$ cat config.mk
export PLATFORM = sky130hd
export DESIGN_NAME = tlv_element_walker_core
export DESIGN_NICKNAME = d
export VERILOG_FILES = /design/src/rtl/core/tlvew_pkg.sv /design/src/rtl/core/tlvew_rsp_queue.sv /design/src/rtl/core/tlv_element_walker_core.sv
export VERILOG_INCLUDE_DIRS = /design/src /design/src/rtl/core
export SDC_FILE = /design/constraint.sdc
export NUM_CORES = 1
export LEC_CHECK = 0
export BUFFER_PORTS_ARGS = -buffer_cell sky130_fd_sc_hd__buf_2
export CORE_ASPECT_RATIO = 1.5
export CORE_MARGIN = 2
export CORE_UTILIZATION = 65
export DETAILED_ROUTE_END_ITERATION = 12
export GPL_TIMING_DRIVEN = 1
export PLACE_DENSITY = 0.84
export RECOVER_POWER = 100
export SKIP_CTS_REPAIR_TIMING = 1
export SLEW_MARGIN = 20
export SYNTH_ARGS = -nofsm -noshare
export SYNTH_HDL_FRONTEND = slang
export SYNTH_SLANG_ARGS = --single-unit
$ cat constraint.sdc
create_clock -name clock -period 8.9 [get_ports clock]
set_clock_uncertainty 0.2 [all_clocks]
set_input_delay 1.78 -clock clock [delete_from_list [all_inputs] [get_ports clock]]
set_output_delay 1.78 -clock clock [all_outputs]
set_load 0.01 [all_outputs]
$ cat src/rtl/core/tlv_element_walker_core_macros.svh
// ----------------------------------------------------------------------------
// TLV element walker assertion macros
// Shared concurrent assertion forms for the element walker core.
// ----------------------------------------------------------------------------
`ifndef TLV_ELEMENT_WALKER_CORE_MACROS_SVH
`define TLV_ELEMENT_WALKER_CORE_MACROS_SVH

// Same-cycle implication, masked during reset.
`define TLVEW_ASSERT_SAME(label, clk, rst, ante, cons, msg) \
   label: assert property (@(posedge clk) disable iff (rst) (ante) |-> (cons)) \
      else $error(msg);

// Next-cycle implication, masked during reset.
`define TLVEW_ASSERT_NEXT(label, clk, rst, ante, cons, msg) \
   label: assert property (@(posedge clk) disable iff (rst) (ante) |=> (cons)) \
      else $error(msg);

`endif

$ cat src/rtl/core/tlvew_pkg.sv
// ----------------------------------------------------------------------------
// TLV element walker package
// Types, widths and helpers shared by the element walker core and its queue.
// ----------------------------------------------------------------------------
`default_nettype none

package tlvew_pkg;

   localparam int OFFSET_BITS  = 20;
   localparam int OUT_OFFSET_W = 20;
   localparam int TAG_W        = 16;
   localparam int LEN_W        = 16;
   localparam int REQ_DATA_W   = 8;
   localparam int RSP_DATA_W   = ((TAG_W + LEN_W + OUT_OFFSET_W + 7) / 8) * 8;
   localparam int RSP_PAD_W    = RSP_DATA_W - (TAG_W + LEN_W + OUT_OFFSET_W);

   localparam int QDEPTH = 4;
   localparam int QPTR_W = $clog2(QDEPTH);
   localparam int QCNT_W = $clog2(QDEPTH + 1);

   localparam logic [OFFSET_BITS-1:0] OFFSET_MAX = {OFFSET_BITS{1'b1}};

   typedef enum logic [2:0] {
      PH_TAG_HI = 3'd0,
      PH_TAG_LO = 3'd1,
      PH_LEN_HI = 3'd2,
      PH_LEN_LO = 3'd3,
      PH_VALUE  = 3'd4
   } phase_type;

   typedef enum logic [1:0] {
      KIND_ELEM    = 2'd0,
      KIND_END     = 2'd1,
      KIND_TRUNC   = 2'd2,
      KIND_OVERRUN = 2'd3
   } kind_type;

   typedef struct packed {
      kind_type                kind;
      logic [TAG_W-1:0]        tag;
      logic [LEN_W-1:0]        length;
      logic [OUT_OFFSET_W-1:0] offset;
      logic                    last;
   } rsp_type;

   // Results produced by one request: num is 0, 1 or 2.
   typedef struct packed {
      logic [1:0] num;
      rsp_type    first;
      rsp_type    second;
   } push_type;

   function automatic logic [OFFSET_BITS-1:0] offset_inc(input logic [OFFSET_BITS-1:0] v);
      return (v == OFFSET_MAX) ? v : v + OFFSET_BITS'(1);
   endfunction

endpackage

`default_nettype wire

$ cat src/rtl/core/tlvew_rsp_queue.sv
// ----------------------------------------------------------------------------
// TLV element walker result queue
// Small register queue that takes up to two results a cycle and hands out one.
// ----------------------------------------------------------------------------
`default_nettype none

module tlvew_rsp_queue
   import tlvew_pkg::*;
(
   input  wire logic     clock,
   input  wire logic     reset,
   input  wire push_type push,
   output logic          space_ok,
   output logic          out_valid,
   input  wire logic     out_ready,
   output rsp_type       out_item
);

   rsp_type             entries_ff [QDEPTH];
   logic [QPTR_W-1:0]   rd_ptr_ff, rd_ptr_in;
   logic [QPTR_W-1:0]   wr_ptr_ff, wr_ptr_in;
   logic [QCNT_W-1:0]   count_ff, count_in;
   logic                pop;

   assign out_valid = (count_ff != '0);
   assign out_item  = entries_ff[rd_ptr_ff];
   assign pop       = out_valid && out_ready;
   // room for a full pair of results
   assign space_ok  = (count_ff <= QCNT_W'(QDEPTH - 2));

   always_comb begin
      rd_ptr_in = pop ? QPTR_W'(rd_ptr_ff + 1'b1) : rd_ptr_ff;
      wr_ptr_in = QPTR_W'(wr_ptr_ff + QPTR_W'(push.num));
      count_in  = QCNT_W'(count_ff + QCNT_W'(push.num) - QCNT_W'(pop));
   end

   always_ff @(posedge clock) begin
      if (reset) begin
         rd_ptr_ff <= '0;
         wr_ptr_ff <= '0;
         count_ff  <= '0;
      end else begin
         rd_ptr_ff <= rd_ptr_in;
         wr_ptr_ff <= wr_ptr_in;
         count_ff  <= count_in;
      end
   end

   always_ff @(posedge clock) begin
      if (push.num != 2'd0) begin
         entries_ff[wr_ptr_ff] <= push.first;
      end
      if (push.num == 2'd2) begin
         entries_ff[QPTR_W'(wr_ptr_ff + 1'b1)] <= push.second;
      end
   end

endmodule

`default_nettype wire

$ cat src/rtl/core/tlv_element_walker_core.sv
// ----------------------------------------------------------------------------
// TLV element walker core
// Splits a byte stream into tag/length/value elements and reports each one.
// ----------------------------------------------------------------------------
// Takes one message byte per cycle on the request side (tlast on the final
// byte) and walks elements made of a 16-bit big-endian tag, a 16-bit
// big-endian length and that many value bytes. A result is produced when an
// element's value completes (or right after the header for a zero length),
// and the final byte also yields an end status: clean end, header truncated
// or value overrun. The parser state updates in the cycle a request is taken,
// so a byte can be accepted every cycle; results go into a four-entry queue
// that drains one result per cycle while the receiver is ready, in order from
// its registers. Only a byte that completes an element on the final byte
// gives two results, and at least three bytes lie between two such bytes, so
// with an always-ready receiver the queue never holds more than two results
// and the request side takes one byte every cycle. The request side stalls
// only when receiver backpressure leaves fewer than two free queue entries.
// Offsets saturate at 2^20-1 and restart at zero after each final byte.
// ----------------------------------------------------------------------------
`default_nettype none

`include "tlv_element_walker_core_macros.svh"

module tlv_element_walker_core
   import tlvew_pkg::*;
(
   input  wire logic                  clock,
   input  wire logic                  reset,
   input  wire logic                  req_tvalid,
   output logic                       req_tready,
   input  wire logic [REQ_DATA_W-1:0] req_tdata,  // [7:0] data_byte
   input  wire logic                  req_tlast,  // last_byte
   output logic                       rsp_tvalid,
   input  wire logic                  rsp_tready,
   output logic [RSP_DATA_W-1:0]      rsp_tdata,  // [15:0] elem_tag, [31:16] elem_length,
                                                  // [51:32] value_offset, [55:52] zero
   output logic [1:0]                 rsp_tuser,  // [1:0] result_kind
   output logic                       rsp_tlast   // last_of_run
);

   phase_type              phase_ff, phase_in;
   logic [TAG_W-1:0]       tag_ff, tag_in;
   logic [LEN_W-1:0]       len_ff, len_in;
   logic [LEN_W-1:0]       left_ff, left_in;
   logic [OFFSET_BITS-1:0] off_ff, off_in;
   logic [OFFSET_BITS-1:0] vstart_ff, vstart_in;

   logic      req_accept;
   logic      in_header;
   logic      done_elem;
   rsp_type   elem_rsp;
   rsp_type   end_rsp;
   kind_type  end_kind;
   push_type  push;
   rsp_type   out_item;

   assign req_accept = req_tvalid && req_tready;

   always_comb begin
      phase_in  = phase_ff;
      tag_in    = tag_ff;
      len_in    = len_ff;
      left_in   = left_ff;
      vstart_in = vstart_ff;
      off_in    = off_ff;
      in_header = 1'b0;
      done_elem = 1'b0;
      if (req_accept) begin
         unique case (phase_ff)
            PH_TAG_LO: begin
               tag_in    = {tag_ff[TAG_W-1:8], req_tdata};
               phase_in  = PH_LEN_HI;
               in_header = 1'b1;
            end
            PH_LEN_HI: begin
               len_in    = {req_tdata, 8'h00};
               phase_in  = PH_LEN_LO;
               in_header = 1'b1;
            end
            PH_LEN_LO: begin
               len_in    = {len_ff[LEN_W-1:8], req_tdata};
               vstart_in = offset_inc(off_ff);
               left_in   = len_in;
               if (len_in == '0) begin
                  done_elem = 1'b1;
                  phase_in  = PH_TAG_HI;
               end else begin
                  phase_in  = PH_VALUE;
               end
            end
            PH_VALUE: begin
               left_in = LEN_W'(left_ff - 1'b1);
               if (left_in == '0) begin
                  done_elem = 1'b1;
                  phase_in  = PH_TAG_HI;
               end
            end
            default: begin
               tag_in    = {req_tdata, 8'h00};
               phase_in  = PH_TAG_LO;
               in_header = 1'b1;
            end
         endcase
         off_in = offset_inc(off_ff);
      end
   end

   // Status reported on the final byte
   always_comb begin
      priority if (in_header) begin
         end_kind = KIND_TRUNC;
      end else if (phase_in == PH_VALUE) begin
         end_kind = KIND_OVERRUN;
      end else begin
         end_kind = KIND_END;
      end
   end

   always_comb begin
      elem_rsp.kind   = KIND_ELEM;
      elem_rsp.tag    = tag_in;
      elem_rsp.length = len_in;
      elem_rsp.offset = OUT_OFFSET_W'(vstart_in);
      elem_rsp.last   = !req_tlast;

      end_rsp.kind    = end_kind;
      end_rsp.tag     = '0;
      end_rsp.length  = '0;
      end_rsp.offset  = '0;
      end_rsp.last    = 1'b1;

      push.first  = done_elem ? elem_rsp : end_rsp;
      push.second = end_rsp;
      if (!req_accept) begin
         push.num = 2'd0;
      end else begin
         push.num = 2'(done_elem) + 2'(req_tlast);
      end
   end

   always_ff @(posedge clock) begin
      if (reset) begin
         phase_ff  <= PH_TAG_HI;
         tag_ff    <= '0;
         len_ff    <= '0;
         left_ff   <= '0;
         off_ff    <= '0;
         vstart_ff <= '0;
      end else if (req_accept && req_tlast) begin
         // restart for the next message
         phase_ff  <= PH_TAG_HI;
         tag_ff    <= '0;
         len_ff    <= '0;
         left_ff   <= '0;
         off_ff    <= '0;
         vstart_ff <= '0;
      end else begin
         phase_ff  <= phase_in;
         tag_ff    <= tag_in;
         len_ff    <= len_in;
         left_ff   <= left_in;
         off_ff    <= off_in;
         vstart_ff <= vstart_in;
      end
   end

   tlvew_rsp_queue u_rsp_queue (
      .clock     (clock),
      .reset     (reset),
      .push      (push),
      .space_ok  (req_tready),
      .out_valid (rsp_tvalid),
      .out_ready (rsp_tready),
      .out_item  (out_item)
   );

   assign rsp_tdata = {{RSP_PAD_W{1'b0}}, out_item.offset, out_item.length, out_item.tag};
   assign rsp_tuser = out_item.kind;
   assign rsp_tlast = out_item.last;

   `TLVEW_ASSERT_NEXT(a_restart_after_last, clock, reset,
      req_accept && req_tlast, phase_ff == PH_TAG_HI && off_ff == '0,
      "walker did not restart after the final byte")
   `TLVEW_ASSERT_SAME(a_status_ends_run, clock, reset,
      rsp_tvalid && rsp_tuser != KIND_ELEM, rsp_tlast,
      "end status result not marked last of run")
   `TLVEW_ASSERT_SAME(a_value_count_live, clock, reset,
      phase_ff == PH_VALUE, left_ff != '0,
      "value phase with no bytes left")

endmodule

`default_nettype wire
==> run summary <==
### CTS
- H-Tree Level Count: 1
- clock-pin transition on the worst setup and hold timing paths: 0.06 ns
- maximum buffer depth of the clock tree: 3
- CTS tree: built
- number of buffers inserted during clock tree synthesis: 29
- Clock Latency Late Sink: 0.54 ns
- master cell of the clock root buffer: sky130_fd_sc_hd__clkbuf_16
- CTS sink cnt: 320

### Routing
- Antenna Nets Post-Route: 0
- average wire length per cell after detail routing: 19.82 um
- DR DRC count: 0
- Pre-antenna DRT Iters: 5
- final WL: 34,090 um
- violation count after the first detailed-routing iteration: 1,016
- number of vias per cell: 6.297
- Vias: 10.83k

### Floorplanning
- total die area: 21,470 um2
- total I/O pin count: 74
- vertical die dimension: 178.5 um
- CORE AREA: 19,860 um2
- DIE WIDTH: 120.3 um
- initial cell density of the core: 0.6641
- number of core rows: 63

### Setup path
- category of the worst setup path capture point: register
- WP data required: 9.12 ns
- FF-to-FF setup slack: 2.57 ns
- CP Launch Point: req_tvalid
- Critical Path Fanout Max: 37
- Reg2Reg Launch Point: left_ff[0]
- kind of critical path: input pin to register
- startpoint types: input pin
- arrival time worst endpoint: 7.07 ns

### Global routing
- largest net degree at the start of global routing: 56
- via count of the first global-routing pass: 10.86k
- total overflow reported by the global router: 0
- all-layer global routing usage: 0.3184
- first-pass GRT wire length: 54,320 um
- initial antenna violation count: 0

### Synthesis
- mean instance size in the synthesized netlist: 9.212 um2
- Async SR Flop Fraction: 0
- number of synthesized flops with an enable pin: 8
- synthesized area: 13,190 um2
- synthesized netlist cell count: 1,432
- Synth Warn #: 0
- most frequently used flop master after synthesis: sky130_fd_sc_hd__dfxtp_1
- number of distinct library cells after synthesis: 68
- sequential area share after synthesis: 0.4917
- number of synthesized register bits: 320

### Final layout
- post-route cell area: 14,340 um2
- layout cells sized above 1: 0.09452
- Layout fillers: 1,546
- final cell utilization of the core: 0.7221
- multi-input combinational cell area: 6185 um2
- final net count: 1,464
- area growth from synthesis to layout: 8.736%
- leading cell type in the layout, fill and taps excluded: sky130_fd_sc_hd__dfxtp_1
- antenna diode instance count: 0
- register area: 6491 um2
- commonest non-fill, non-tap cells in the layout: sky130_fd_sc_hd__dfxtp_1 (310), sky130_fd_sc_hd__nand2_1 (255), sky130_fd_sc_hd__o21ai_0 (229), sky130_fd_sc_hd__nor2_1 (121), sky130_fd_sc_hd__clkbuf_1 (69)
- final standard cell count with taps included and fillers excluded: 1,720

### Timing
- Setup WS post-layout: 2.050 ns
- unrepaired setup endpoints after global routing: no
- Achievable Freq: 146.0 MHz
- setup_tns: 0 ns
- transition time at the pin with the least slew margin: 3.774 ns
- min cycle time layout: 6.850 ns
- number of hold-slack violations in the final timing report: 0
- worst relative slew slack: -1.516
- # setup viols final: 0
- final worst path period share: 0.7697
- final slew viol count: 171

### Power and ir drop
- static leakage: 4.967 nW
- maximum VDD drop: 0.0001773 V
- power per unit of standard cell area: 216.4 nW/um2

### Placement
- dpl cell area: 13,550 um2
- GPL Wtd Cong: 0.9897
- worst slack at placement: 3.048 ns
- count of port buffers added during placement: 69
- estimated wirelength of the detail-placed design: 21,960 um
- cell count after placement: 1,671

### Outcome
- result of the run: finished with violations
- failing checks: max-capacitance violations, max-slew violations

### Job
- Max Cap Viol: 5

### Min path
- hold path startpoint: u_rsp_queue.entries_ff[3][3]
- path class of the lowest-slack min-delay path: register to register

-- cells in the mapped netlist (16+ instances only) --
library cell	n	area, um2
sky130_fd_sc_hd__xor2_1	22	192.7
sky130_fd_sc_hd__xnor2_1	16	140.1
sky130_fd_sc_hd__nand2_1	255	957.2
sky130_fd_sc_hd__buf_2	19	95.09
sky130_fd_sc_hd__clkbuf_1	73	274.0
sky130_fd_sc_hd__mux2i_1	31	310.3
sky130_fd_sc_hd__nor3_1	25	125.1
sky130_fd_sc_hd__a21oi_1	53	265.3
sky130_fd_sc_hd__mux4_2	55	1239
sky130_fd_sc_hd__o21ai_0	218	1091
sky130_fd_sc_hd__inv_1	19	71.32
sky130_fd_sc_hd__nor4_1	17	106.4
sky130_fd_sc_hd__nor2_1	121	454.2
sky130_fd_sc_hd__dfxtp_1	312	6246
-- flip-flops by register name, summed over array words and instances, names as in the netlist, named ones only --
signal and cells:
left_ff 16, len_ff 16, off_ff 20, phase_ff 3, tag_ff 16, u_rsp_queue.count_ff 3, u_rsp_queue.entries_ff 220, u_rsp_queue.rd_ptr_ff 2
u_rsp_queue.wr_ptr_ff 2, vstart_ff 20
-- area by class of cell --
type                       count  area share
clock buffer                  43     0.05844
clock inverter                 6    0.004274
inverter                      19    0.004972
multi-input combinational    988      0.4312
sequential                   320      0.4525
tap                          260     0.02268
timing repair buffer          84     0.02591
-- routing by layer --
layer  part of all wire  track usage  up-vias
met2               0.51       0.5630      427
met4              0.072       0.2238        0
met5                  0            0        -
li1                   -            -     5014
met3              0.055      0.04124      125
met1               0.37       0.3523     5264
-- worst max-delay path, stage by stage --
cell and delay (ns):
sky130_fd_sc_hd__buf_2 0.10, sky130_fd_sc_hd__nand2b_1 0.19, sky130_fd_sc_hd__or2_0 0.85, sky130_fd_sc_hd__nor4_1 0.17
sky130_fd_sc_hd__o2111a_1 0.30, sky130_fd_sc_hd__or2_2 0.35, sky130_fd_sc_hd__ha_1 0.36, sky130_fd_sc_hd__nor2b_1 0.10
sky130_fd_sc_hd__a21oi_1 0.22, sky130_fd_sc_hd__or3_2 0.42, sky130_fd_sc_hd__clkbuf_1 1.55, sky130_fd_sc_hd__inv_1 0.32
sky130_fd_sc_hd__o22a_1 0.30
-- stage by stage --
step | hold slack [ns] | power (mW)
final | 0.2500 | 3.104
after global routing | 0.2763 | 3.208
after CTS | 0.2477 | 3.117
after detailed placement | 0.2362 | 1.939
after global placement | 0.2281 | 1.930
after floorplan | 0.2198 | 1.823
-- power by group --
| group | leakage (nW) | internal [mW] | switching (mW) |
|---|---|---|---|
| Clock | 0.440 | 0.676 | 0.519 |
| Combinational | 1.94 | 0.142 | 0.246 |
| Sequential | 2.59 | 1.47 | 0.0521 |
| Total | 4.97 | 2.29 | 0.817 |
-- worst paths after layout --
kind | end | cells past startpoint
worst max-delay path | u_rsp_queue.entries_ff[1][0] | 13
worst min register to register | u_rsp_queue.entries_ff[3][3] | 2
worst max register to register | u_rsp_queue.entries_ff[1][0] | 14
worst min-delay path | u_rsp_queue.entries_ff[3][3] | 2
-- kinds of logic after synthesis --
group / count (synthesis) / share of synthesized area
AO/OA/AOI/OAI: 346 / 0.1464
other: 1 / 0.0002843
multiplexers: 87 / 0.1183
flip-flops: 320 / 0.4917
XOR/XNOR: 38 / 0.02523
adder cells (fa/ha/maj): 9 / 0.009106
AND/OR/NAND/NOR: 504 / 0.1671
buffers and inverters: 127 / 0.04192
Note: power is estimated with default switching activity, not from simulation.
